===== src/lsau_pkg.sv =====
// ----------------------------------------------------------------------------
// Load/store address unit package
// Shared transaction types, command and status codes, and the offset shifter.
// ----------------------------------------------------------------------------
package lsau_pkg;

  localparam int unsigned NumRegs  = 16;
  localparam int unsigned RegAddrW = 4;
  localparam int unsigned DataW    = 32;

  // Command codes
  localparam logic [1:0] CMD_WRITE_REG = 2'd0;
  localparam logic [1:0] CMD_EXECUTE   = 2'd1;
  localparam logic [1:0] CMD_LOAD_RET  = 2'd2;
  localparam logic [1:0] CMD_UNUSED    = 2'd3;

  // Status codes
  localparam logic [1:0] ST_OK      = 2'd0;
  localparam logic [1:0] ST_INVALID = 2'd1;
  localparam logic [1:0] ST_ILLEGAL = 2'd2;

  // Shift types
  localparam logic [1:0] SH_LSL = 2'd0;
  localparam logic [1:0] SH_LSR = 2'd1;
  localparam logic [1:0] SH_ASR = 2'd2;
  localparam logic [1:0] SH_ROR = 2'd3;

  // Configuration register indexes
  localparam logic [1:0] CFG_MEM_SIZE = 2'd0;
  localparam logic [1:0] CFG_DEV_LOW  = 2'd1;
  localparam logic [1:0] CFG_DEV_HIGH = 2'd2;

  localparam logic [31:0] MEM_SIZE_RST = 32'h0001_0000;
  localparam logic [31:0] DEV_LOW_RST  = 32'h2020_0000;
  localparam logic [31:0] DEV_HIGH_RST = 32'h2020_0028;

  // Register that may not supply a shift amount
  localparam logic [3:0] REG_PC = 4'd15;

  typedef enum logic [2:0] {
    S_IDLE,
    S_RS,
    S_RM,
    S_RN,
    S_RD,
    S_SUM,
    S_FIN
  } lsau_state_e;

  typedef struct packed {
    logic [1:0]  command;
    logic        immediate_form;
    logic        pre_index;
    logic        add_offset;
    logic        is_load;
    logic [3:0]  base_reg;
    logic [3:0]  data_reg;
    logic [11:0] offset_field;
    logic [3:0]  reg_index;
    logic [31:0] value;
  } lsau_in_t;

  typedef struct packed {
    logic [1:0]  status;
    logic        request_valid;
    logic        request_is_load;
    logic [31:0] address;
    logic [31:0] store_data;
  } lsau_out_t;

  // Amount 0 is identity; LSL/LSR of 32 or more give zero, ASR saturates to
  // the sign, ROR uses the amount modulo 32.
  function automatic logic [31:0] shift_value(logic [31:0] v, logic [1:0] kind,
                                              logic [7:0] amt);
    logic [31:0] r;
    logic        big;
    logic [4:0]  a;
    a   = amt[4:0];
    big = |amt[7:5];
    r   = v;
    if (amt != 8'd0) begin
      case (kind)
        SH_LSL: r = big ? 32'd0 : (v << a);
        SH_LSR: r = big ? 32'd0 : (v >> a);
        SH_ASR: r = big ? {32{v[31]}} : unsigned'($signed(v) >>> a);
        SH_ROR: r = 32'({v, v} >> a);
        default: r = v;
      endcase
    end
    return r;
  endfunction

endpackage


===== src/lsau_ram.sv =====
// ----------------------------------------------------------------------------
// Generic single-port-write, single-port-read RAM
// One write and one registered read per cycle; no reset on the array.
// ----------------------------------------------------------------------------
module lsau_ram #(
  parameter int unsigned Width = 32,
  parameter int unsigned Depth = 16
) (
  input  logic                     clk_i,
  input  logic                     we_i,
  input  logic [$clog2(Depth)-1:0] waddr_i,
  input  logic [Width-1:0]         wdata_i,
  input  logic [$clog2(Depth)-1:0] raddr_i,
  output logic [Width-1:0]         rdata_o
);

  logic [Width-1:0] mem_q [Depth];
  logic [Width-1:0] rdata_q;

  always_ff @(posedge clk_i) begin
    if (we_i) begin
      mem_q[waddr_i] <= wdata_i;
    end
    rdata_q <= mem_q[raddr_i];
  end

  assign rdata_o = rdata_q;

endmodule


===== src/load_store_address_unit.sv =====
// ----------------------------------------------------------------------------
// Load/store address unit
// Executes single data transfers against a 16 x 32 register file held in RAM.
// ----------------------------------------------------------------------------
// Usage:
//   Input channel (in_valid_i / in_stall_o / in_data_i) carries one command
//   per transaction: write register, execute transfer or load data return.
//   Output channel (out_valid_o / out_stall_i / out_data_o) returns exactly
//   one result per input transaction, in order.
//   Config port (cfg_we_i / cfg_index_i / cfg_data_i) sets memory size and
//   the device window; write it only while the unit is idle.
// Sequencing:
//   Write-register, load-return and unused commands go from idle straight
//   to the final stage. Execute steps through four sequential reads of the
//   single read port of the register file RAM (shift register, offset
//   register, base, data), then a shift, an add and a range-check stage.
//   One transaction is in flight at a time.
// Reset:
//   Config registers take their defaults, pending load state clears, and a
//   16-bit valid vector marks every register as zero until first written.
// Stall:
//   The result waits in the output register; the unit keeps accepting the
//   next transaction and holds it in the final stage until the slot frees.
// ----------------------------------------------------------------------------
module load_store_address_unit (
  input  logic                clk_i,
  input  logic                rst_ni,
  input  logic                in_valid_i,
  output logic                in_stall_o,
  input  lsau_pkg::lsau_in_t  in_data_i,
  output logic                out_valid_o,
  input  logic                out_stall_i,
  output lsau_pkg::lsau_out_t out_data_o,
  input  logic                cfg_we_i,
  input  logic [1:0]          cfg_index_i,
  input  logic [31:0]         cfg_data_i
);
  import lsau_pkg::*;

  // Control state
  lsau_state_e state_q, state_d;
  logic [NumRegs-1:0] vld_q, vld_d;
  logic rd_vld_q;
  logic [3:0] pend_dest_q, pend_dest_d;
  logic pend_drop_q, pend_drop_d;
  logic out_valid_q, out_valid_d;

  // Config
  logic [31:0] mem_size_q, dev_low_q, dev_high_q;

  // Datapath registers (no reset)
  lsau_in_t  item_q;
  lsau_out_t out_q, out_d;
  logic [7:0]  amount_q;
  logic [31:0] rm_val_q, base_q, offset_q, sd_q, sum_q;

  // RAM port
  logic        ram_we;
  logic [3:0]  ram_waddr, ram_raddr;
  logic [31:0] ram_wdata, ram_rdata, rdata_eff;

  logic in_acc, fin_go;
  logic invalid, illegal;
  logic [31:0] addr;
  logic [7:0]  amount_sel;

  lsau_ram #(
    .Width(DataW),
    .Depth(NumRegs)
  ) u_regfile (
    .clk_i  (clk_i),
    .we_i   (ram_we),
    .waddr_i(ram_waddr),
    .wdata_i(ram_wdata),
    .raddr_i(ram_raddr),
    .rdata_o(ram_rdata)
  );

  // Never-written registers read as zero.
  assign rdata_eff = rd_vld_q ? ram_rdata : 32'd0;

  assign in_stall_o  = (state_q != S_IDLE);
  assign in_acc      = in_valid_i && !in_stall_o;
  assign fin_go      = !out_valid_q || !out_stall_i;
  assign out_valid_o = out_valid_q;
  assign out_data_o  = out_q;

  // Decode of the held transaction
  always_comb begin
    invalid = 1'b0;
    if (item_q.immediate_form) begin
      if (!item_q.pre_index && (item_q.base_reg == item_q.offset_field[3:0])) begin
        invalid = 1'b1;
      end
      if (item_q.offset_field[4]) begin
        if (item_q.offset_field[7] || (item_q.offset_field[11:8] == REG_PC)) begin
          invalid = 1'b1;
        end
      end
    end
  end

  assign amount_sel = item_q.offset_field[4] ? amount_q : {3'd0, item_q.offset_field[11:7]};
  assign addr       = item_q.pre_index ? sum_q : base_q;
  assign illegal    = (addr >= mem_size_q) && ((addr < dev_low_q) || (addr > dev_high_q));

  // Next state
  always_comb begin
    state_d = state_q;
    case (state_q)
      S_IDLE: begin
        if (in_acc) begin
          state_d = (in_data_i.command == CMD_EXECUTE) ? S_RS : S_FIN;
        end
      end
      S_RS:  state_d = S_RM;
      S_RM:  state_d = S_RN;
      S_RN:  state_d = S_RD;
      S_RD:  state_d = S_SUM;
      S_SUM: state_d = S_FIN;
      S_FIN: begin
        if (fin_go) begin
          state_d = S_IDLE;
        end
      end
      default: state_d = S_IDLE;
    endcase
  end

  // Outputs of each state: RAM access, result, pending load and valid bits
  always_comb begin
    ram_raddr   = item_q.base_reg;
    ram_we      = 1'b0;
    ram_waddr   = item_q.reg_index;
    ram_wdata   = item_q.value;
    out_d       = out_q;
    out_valid_d = out_valid_q && out_stall_i;
    pend_dest_d = pend_dest_q;
    pend_drop_d = pend_drop_q;
    vld_d       = vld_q;
    case (state_q)
      S_RS: ram_raddr = item_q.offset_field[11:8];
      S_RM: ram_raddr = item_q.offset_field[3:0];
      S_RN: ram_raddr = item_q.base_reg;
      S_RD: ram_raddr = item_q.data_reg;
      S_FIN: begin
        if (fin_go) begin
          out_valid_d = 1'b1;
          out_d       = '0;
          out_d.status = ST_OK;
          case (item_q.command)
            CMD_WRITE_REG: begin
              ram_we = 1'b1;
            end
            CMD_LOAD_RET: begin
              ram_we    = !pend_drop_q;
              ram_waddr = pend_dest_q;
            end
            CMD_EXECUTE: begin
              if (invalid) begin
                out_d.status = ST_INVALID;
              end else if (illegal) begin
                out_d.status  = ST_ILLEGAL;
                out_d.address = addr;
              end else begin
                out_d.request_valid   = 1'b1;
                out_d.request_is_load = item_q.is_load;
                out_d.address         = addr;
                out_d.store_data      = item_q.is_load ? 32'd0 : sd_q;
                if (item_q.is_load) begin
                  pend_dest_d = item_q.data_reg;
                  pend_drop_d = !item_q.pre_index && (item_q.data_reg == item_q.base_reg);
                end
                // Post-indexed: write back base +/- offset
                ram_we    = !item_q.pre_index;
                ram_waddr = item_q.base_reg;
                ram_wdata = sum_q;
              end
            end
            default: out_d.status = ST_INVALID;
          endcase
          if (ram_we) begin
            vld_d[ram_waddr] = 1'b1;
          end
        end
      end
      default: ;
    endcase
  end

  // Control registers
  always_ff @(posedge clk_i or negedge rst_ni) begin
    if (!rst_ni) begin
      state_q     <= S_IDLE;
      vld_q       <= '0;
      rd_vld_q    <= 1'b0;
      pend_dest_q <= '0;
      pend_drop_q <= 1'b0;
      out_valid_q <= 1'b0;
      mem_size_q  <= MEM_SIZE_RST;
      dev_low_q   <= DEV_LOW_RST;
      dev_high_q  <= DEV_HIGH_RST;
    end else begin
      state_q     <= state_d;
      vld_q       <= vld_d;
      rd_vld_q    <= vld_q[ram_raddr];
      pend_dest_q <= pend_dest_d;
      pend_drop_q <= pend_drop_d;
      out_valid_q <= out_valid_d;
      if (cfg_we_i) begin
        case (cfg_index_i)
          CFG_MEM_SIZE: mem_size_q <= cfg_data_i;
          CFG_DEV_LOW:  dev_low_q  <= cfg_data_i;
          CFG_DEV_HIGH: dev_high_q <= cfg_data_i;
          default: ;
        endcase
      end
    end
  end

  // Datapath: capture each read from the RAM's registered output in the following state
  always_ff @(posedge clk_i) begin
    out_q <= out_d;
    if (in_acc) begin
      item_q <= in_data_i;
    end
    case (state_q)
      S_RM: amount_q <= rdata_eff[7:0];
      S_RN: rm_val_q <= rdata_eff;
      S_RD: begin
        base_q   <= rdata_eff;
        offset_q <= item_q.immediate_form
                    ? shift_value(rm_val_q, item_q.offset_field[6:5], amount_sel)
                    : {20'd0, item_q.offset_field};
      end
      S_SUM: begin
        sd_q  <= rdata_eff;
        sum_q <= item_q.add_offset ? (base_q + offset_q) : (base_q - offset_q);
      end
      default: ;
    endcase
  end

  // Assertions
  a_exec_starts_reads: assert property (@(posedge clk_i) disable iff (!rst_ni)
    in_acc && (in_data_i.command == CMD_EXECUTE) |=> state_q == S_RS)
    else $error("execute did not start the register read sequence");

  a_result_from_fin: assert property (@(posedge clk_i) disable iff (!rst_ni)
    $rose(out_valid_q) |-> $past(state_q) == S_FIN)
    else $error("result produced outside the final stage");

  a_write_in_fin: assert property (@(posedge clk_i) disable iff (!rst_ni)
    ram_we |-> (state_q == S_FIN) && fin_go)
    else $error("register file written outside the final stage");

  a_request_ok: assert property (@(posedge clk_i) disable iff (!rst_ni)
    out_valid_q && out_q.request_valid |-> out_q.status == ST_OK)
    else $error("memory request issued with an error status");

endmodule


===== config.mk =====
export PLATFORM = sky130hd
export DESIGN_NAME = load_store_address_unit
export DESIGN_NICKNAME = d
export VERILOG_FILES = /design/src/lsau_pkg.sv /design/src/lsau_ram.sv /design/src/load_store_address_unit.sv
export SDC_FILE = /design/constraint.sdc
export NUM_CORES = 2
export LEC_CHECK = 0
export BUFFER_PORTS_ARGS = -buffer_cell sky130_fd_sc_hd__buf_2
export CAP_MARGIN = 10
export CORE_ASPECT_RATIO = 0.9
export CORE_UTILIZATION = 40
export DETAILED_ROUTE_END_ITERATION = 6
export PLACE_DENSITY = 0.64
export SLEW_MARGIN = 10
export SYNTH_ARGS = -nofsm -noshare
export SYNTH_HDL_FRONTEND = slang
export SYNTH_SLANG_ARGS = --single-unit

===== constraint.sdc =====
create_clock -name clk_i -period 14.4 [get_ports clk_i]
set_input_delay 2.88 -clock clk_i [delete_from_list [all_inputs] [get_ports clk_i]]
set_output_delay 2.88 -clock clk_i [all_outputs]
set_load 0.02 [all_outputs]

==> impl_metrics.py <==
metrics = {
    "sta": {
        "final-setup-viol-count": 0,
        "fmax_mhz": 171,
        "finalCritPeriodShare_pct": 40.6,
        "skew_ns": 0.0355,
        "hold_viol": 0,
        "drv_slew": 0,
        "tns_ns": 0,
        "whs_ns": 0.474,
        "rsz0062_at_grt": "false",
        "relSlewSlack_pct": 22.1,
        "tightest_slew_ns": 1.16,
        "fin_crit_ns": 5.85,
    },
    "hold_path": {
        "min_path_cells": 1,
        "holdPathEnd": "vld_q[2]",
        "worstHoldPathType": "flip-flop to flip-flop",
        "worstHoldStart": "vld_q[2]",
    },
    "setup_path": {
        "r2r_cells": 14,
        "path_class": "flip-flop to flip-flop",
        "critPathSlowestCell": "nor2_4",
        "cp_slowest_stage_delay_ns": 0.75,
        "cp.required_ns": 14.72,
        "critPathLaunchType": "flip-flop",
        "worstPathMaxFanout": 35,
        "crit_chain": "buf_4 > mux2_2 > ha_1 > a21oi_1 > o21ai_1 > a221o_1 > a2111oi_0 > o21a_2 > o32ai_4 > and2_1 > mux2i_1 > nand2_1 > nor2_4 > buf_4",
        "cp-end-kind": "flip-flop",
        "rr_endpoint": "u_regfile.mem_q[11][28]",
        "critPathMostFrequentCell": "buf_4",
        "worst-path-buf-inv": 2,
        "r2r_slack_ns": 8.55,
        "r2r_start": "item_q[58]",
        "cpLargestDelayFamily": "compound AO/OA/AOI/OAI gates",
        "worstPathArrival_ns": 6.17,
    },
    "drt": {
        "vias": 31132,
        "drtAntennaViolNets": 0,
        "via_per_inst": 5.81,
        "routedWlPerCell_um": 25.5,
        "drt_wl_total_um": 137000,
        "drt_iter0_markers": 3823,
        "first_pass_iters": 7,
        "post-route-drc-count": 2,
    },
    "floorplanning": {
        "coreArea_um2": 113000,
        "boundaryPins": 171,
        "die_x_um": 358,
        "dieArea_um2": 115000,
        "fp-row-count": 117,
        "start_util_pct": 40.3,
        "die_h_um": 322,
    },
    "final_layout": {
        "regArea_um2": 28000,
        "nNetsFinal": 4013,
        "final_cell_count_no_fill": 5354,
        "final_common_cell": "edfxtp_1",
        "final_cell_mix": "edfxtp_1 (810), nand2_1 (421), and2_1 (208)",
        "drive_above_1_share_pct": 15.5,
        "syn_to_final_growth_pct": 13.1,
        "fillCellCount": 10096,
        "multi_input_comb_area_um2": 16500,
    },
    "clock_tree": {
        "hold_buffers": 0,
        "clk_latency_ns": 0.68,
        "clkSinkCount": 964,
        "cts_tree": "done",
        "cts_root_buffer": "clkbuf_16",
        "post_cts_buffers": 0,
        "h-tree-depth": 3,
        "numCtsBuffers": 101,
        "clk_pin_slew_ns": 0.06,
        "post_cts_resized": 0,
        "cts_buffer_depth": 3,
    },
    "placement": {
        "hpwlAfterDp_um": 88600,
        "io_buffer_count": 170,
        "place_inst": 5164,
        "place.gp.congestion": 0.963,
    },
    "synthesis": {
        "syn_inst": 3671,
        "async_flop_share_pct": 12.7,
        "synthFlopType": "edfxtp_1",
        "ys_warn_count": 0,
        "syn_area_um2": 45600,
        "synth_nets": 3904,
        "seq_area_frac_synth_pct": 61.4,
        "synth_cell_types": 82,
        "synth_edf_count": 810,
        "ys_seq_elements": 964,
        "syn_area_per_cell_um2": 12.4,
    },
    "job": {
        "maxCapViolCount": 0,
    },
    "power": {
        "peakVddDrop_uv": 282,
        "power.total_uw": 11200,
        "powerDensity_nw_per_um2": 217,
        "p_leak_uw": 0.0190,
    },
    "grt": {
        "track_usage_pct": 23.3,
        "grt_max_degree": 216,
        "antenna_found_initial": 10,
        "grt_pass1_vias": 29163,
        "grt_pass1_wl_um": 198000,
        "grt_overflow": 0,
    },
    "status": {
        "status": "finished with violations",
        "violations": "design-rule violations",
    },
}
per-stage QoR:
step / setup WS, ns / util (%) / instance area [µm²]
after floorplan: 7.50 / - / 45600
after global placement: 8.28 / 42.6 / 48200
after detailed placement: 8.24 / 42.6 / 48200
after CTS: 8.53 / 45.6 / 51600
after global routing: 8.21 / 45.6 / 51600
final: 8.55 / 45.6 / 51600
cells in the mapped netlist, types with 6 or more instances:
cell type | count | area (µm²)
nand2b_1 | 9 | 56.3
inv_1 | 127 | 477
nor4_1 | 7 | 43.8
and3_1 | 41 | 257
mux2i_1 | 164 | 1640
dfrtp_1 | 115 | 2880
buf_2 | 26 | 130
and2_1 | 209 | 1310
a21o_1 | 40 | 300
a311oi_1 | 68 | 596
o21bai_2 | 8 | 90.1
ha_1 | 131 | 1640
o211ai_1 | 20 | 150
o21a_1 | 11 | 82.6
o221ai_1 | 11 | 96.3
a221oi_1 | 12 | 105
xor2_1 | 35 | 307
o21ai_0 | 143 | 716
a21oi_1 | 194 | 971
nand3_1 | 34 | 170
nand2_1 | 421 | 1580
nor2b_1 | 6 | 37.5
xnor2_1 | 30 | 263
edfxtp_1 | 810 | 24300
o21bai_1 | 16 | 120
o22ai_1 | 16 | 100
dfxtp_1 | 32 | 641
a211oi_1 | 177 | 1330
mux2_2 | 144 | 1620
buf_1 | 17 | 63.8
nor2_1 | 152 | 571
mux4_2 | 13 | 293
nand4_1 | 19 | 119
or3_1 | 13 | 81.3
nor3_1 | 28 | 140
o31ai_1 | 8 | 60.1
nor2_2 | 6 | 37.5
a31oi_1 | 95 | 594
clkbuf_1 | 172 | 646
dfstp_2 | 7 | 184
cell families after synthesis:
logic type	Yosys count	synth area share, %
AOI/OAI and AO/OA	875	12.9
xor gates and xnor gates	65	1.25
adders and majority gates	132	3.64
buffers and inverters	348	2.99
DFF	964	61.4
muxes	323	7.85
and+or+nand+nor	964	9.99
area by class of cell:
| type | instances | share of cell area, % |
|---|---|---|
| antenna | 1 | 0.00485 |
| clock buffer | 140 | 5.50 |
| clock inverter | 49 | 1.14 |
| inverter | 127 | 0.926 |
| multi-input combinational | 2359 | 32.0 |
| sequential | 964 | 54.3 |
| tap | 1487 | 3.61 |
| timing repair buffer | 227 | 2.53 |
layer usage:
layer	track usage [%]	vias up	part of all wire [%]
li1	-	14016	-
met1	33.8	15383	43
met2	35.1	1470	44
met3	3.63	259	8.8
met4	8.75	4	4.0
met5	0	-	0.016
worst reg2reg max path, delay by kind of cell (launching register included):
family                   cells  cell delay, ns
buffers and inverters        2            0.93
adder cells (fa/ha/maj)      1            0.32
AO/OA/AOI/OAI                6            1.66
multiplexers                 2            0.83
flip-flops                   1            0.32
AND/OR/NAND/NOR              3            1.45
sequential cells by signal, indices dropped and copies added (netlist names):
name	flops
amount_q	8
base_q	32
dev_high_q	32
dev_low_q	32
item_q	62
mem_size_q	32
offset_q	32
out_data_o	68
out_valid_o	1
pend_dest_q	4
pend_drop_q	1
rd_vld_q	1
rm_val_q	32
sd_q	32
state_q	3
sum_q	32
u_regfile.mem_q	512
u_regfile.rdata_o	32
vld_q	16
worst max-delay path by stage:
stage	start	to	slack, ns	depth (start not counted)
2_1_floorplan	out_stall_i	u_regfile.mem_q[15][0]	7.50	5
3_3_place_gp	out_stall_i	u_regfile.mem_q[11][9]	8.28	8
3_5_place_dp	out_stall_i	u_regfile.mem_q[11][13]	8.24	8
4_1_cts	item_q[58]	u_regfile.mem_q[11][24]	8.53	14
5_1_grt	item_q[58]	u_regfile.mem_q[11][18]	8.21	14
6_report	item_q[58]	u_regfile.mem_q[11][28]	8.55	14
power breakdown:
part / leakage [µW] / total, µW / switching (µW) / internal [µW]
combinational: 0.00820 / 4650 / 3100 / 1550
sequential: 0.00912 / 3890 / 301 / 3590
clock: 0.00165 / 2670 / 1100 / 1560
total: 0.0190 / 11200 / 4500 / 6700
Power figures use the tool's default switching activity.
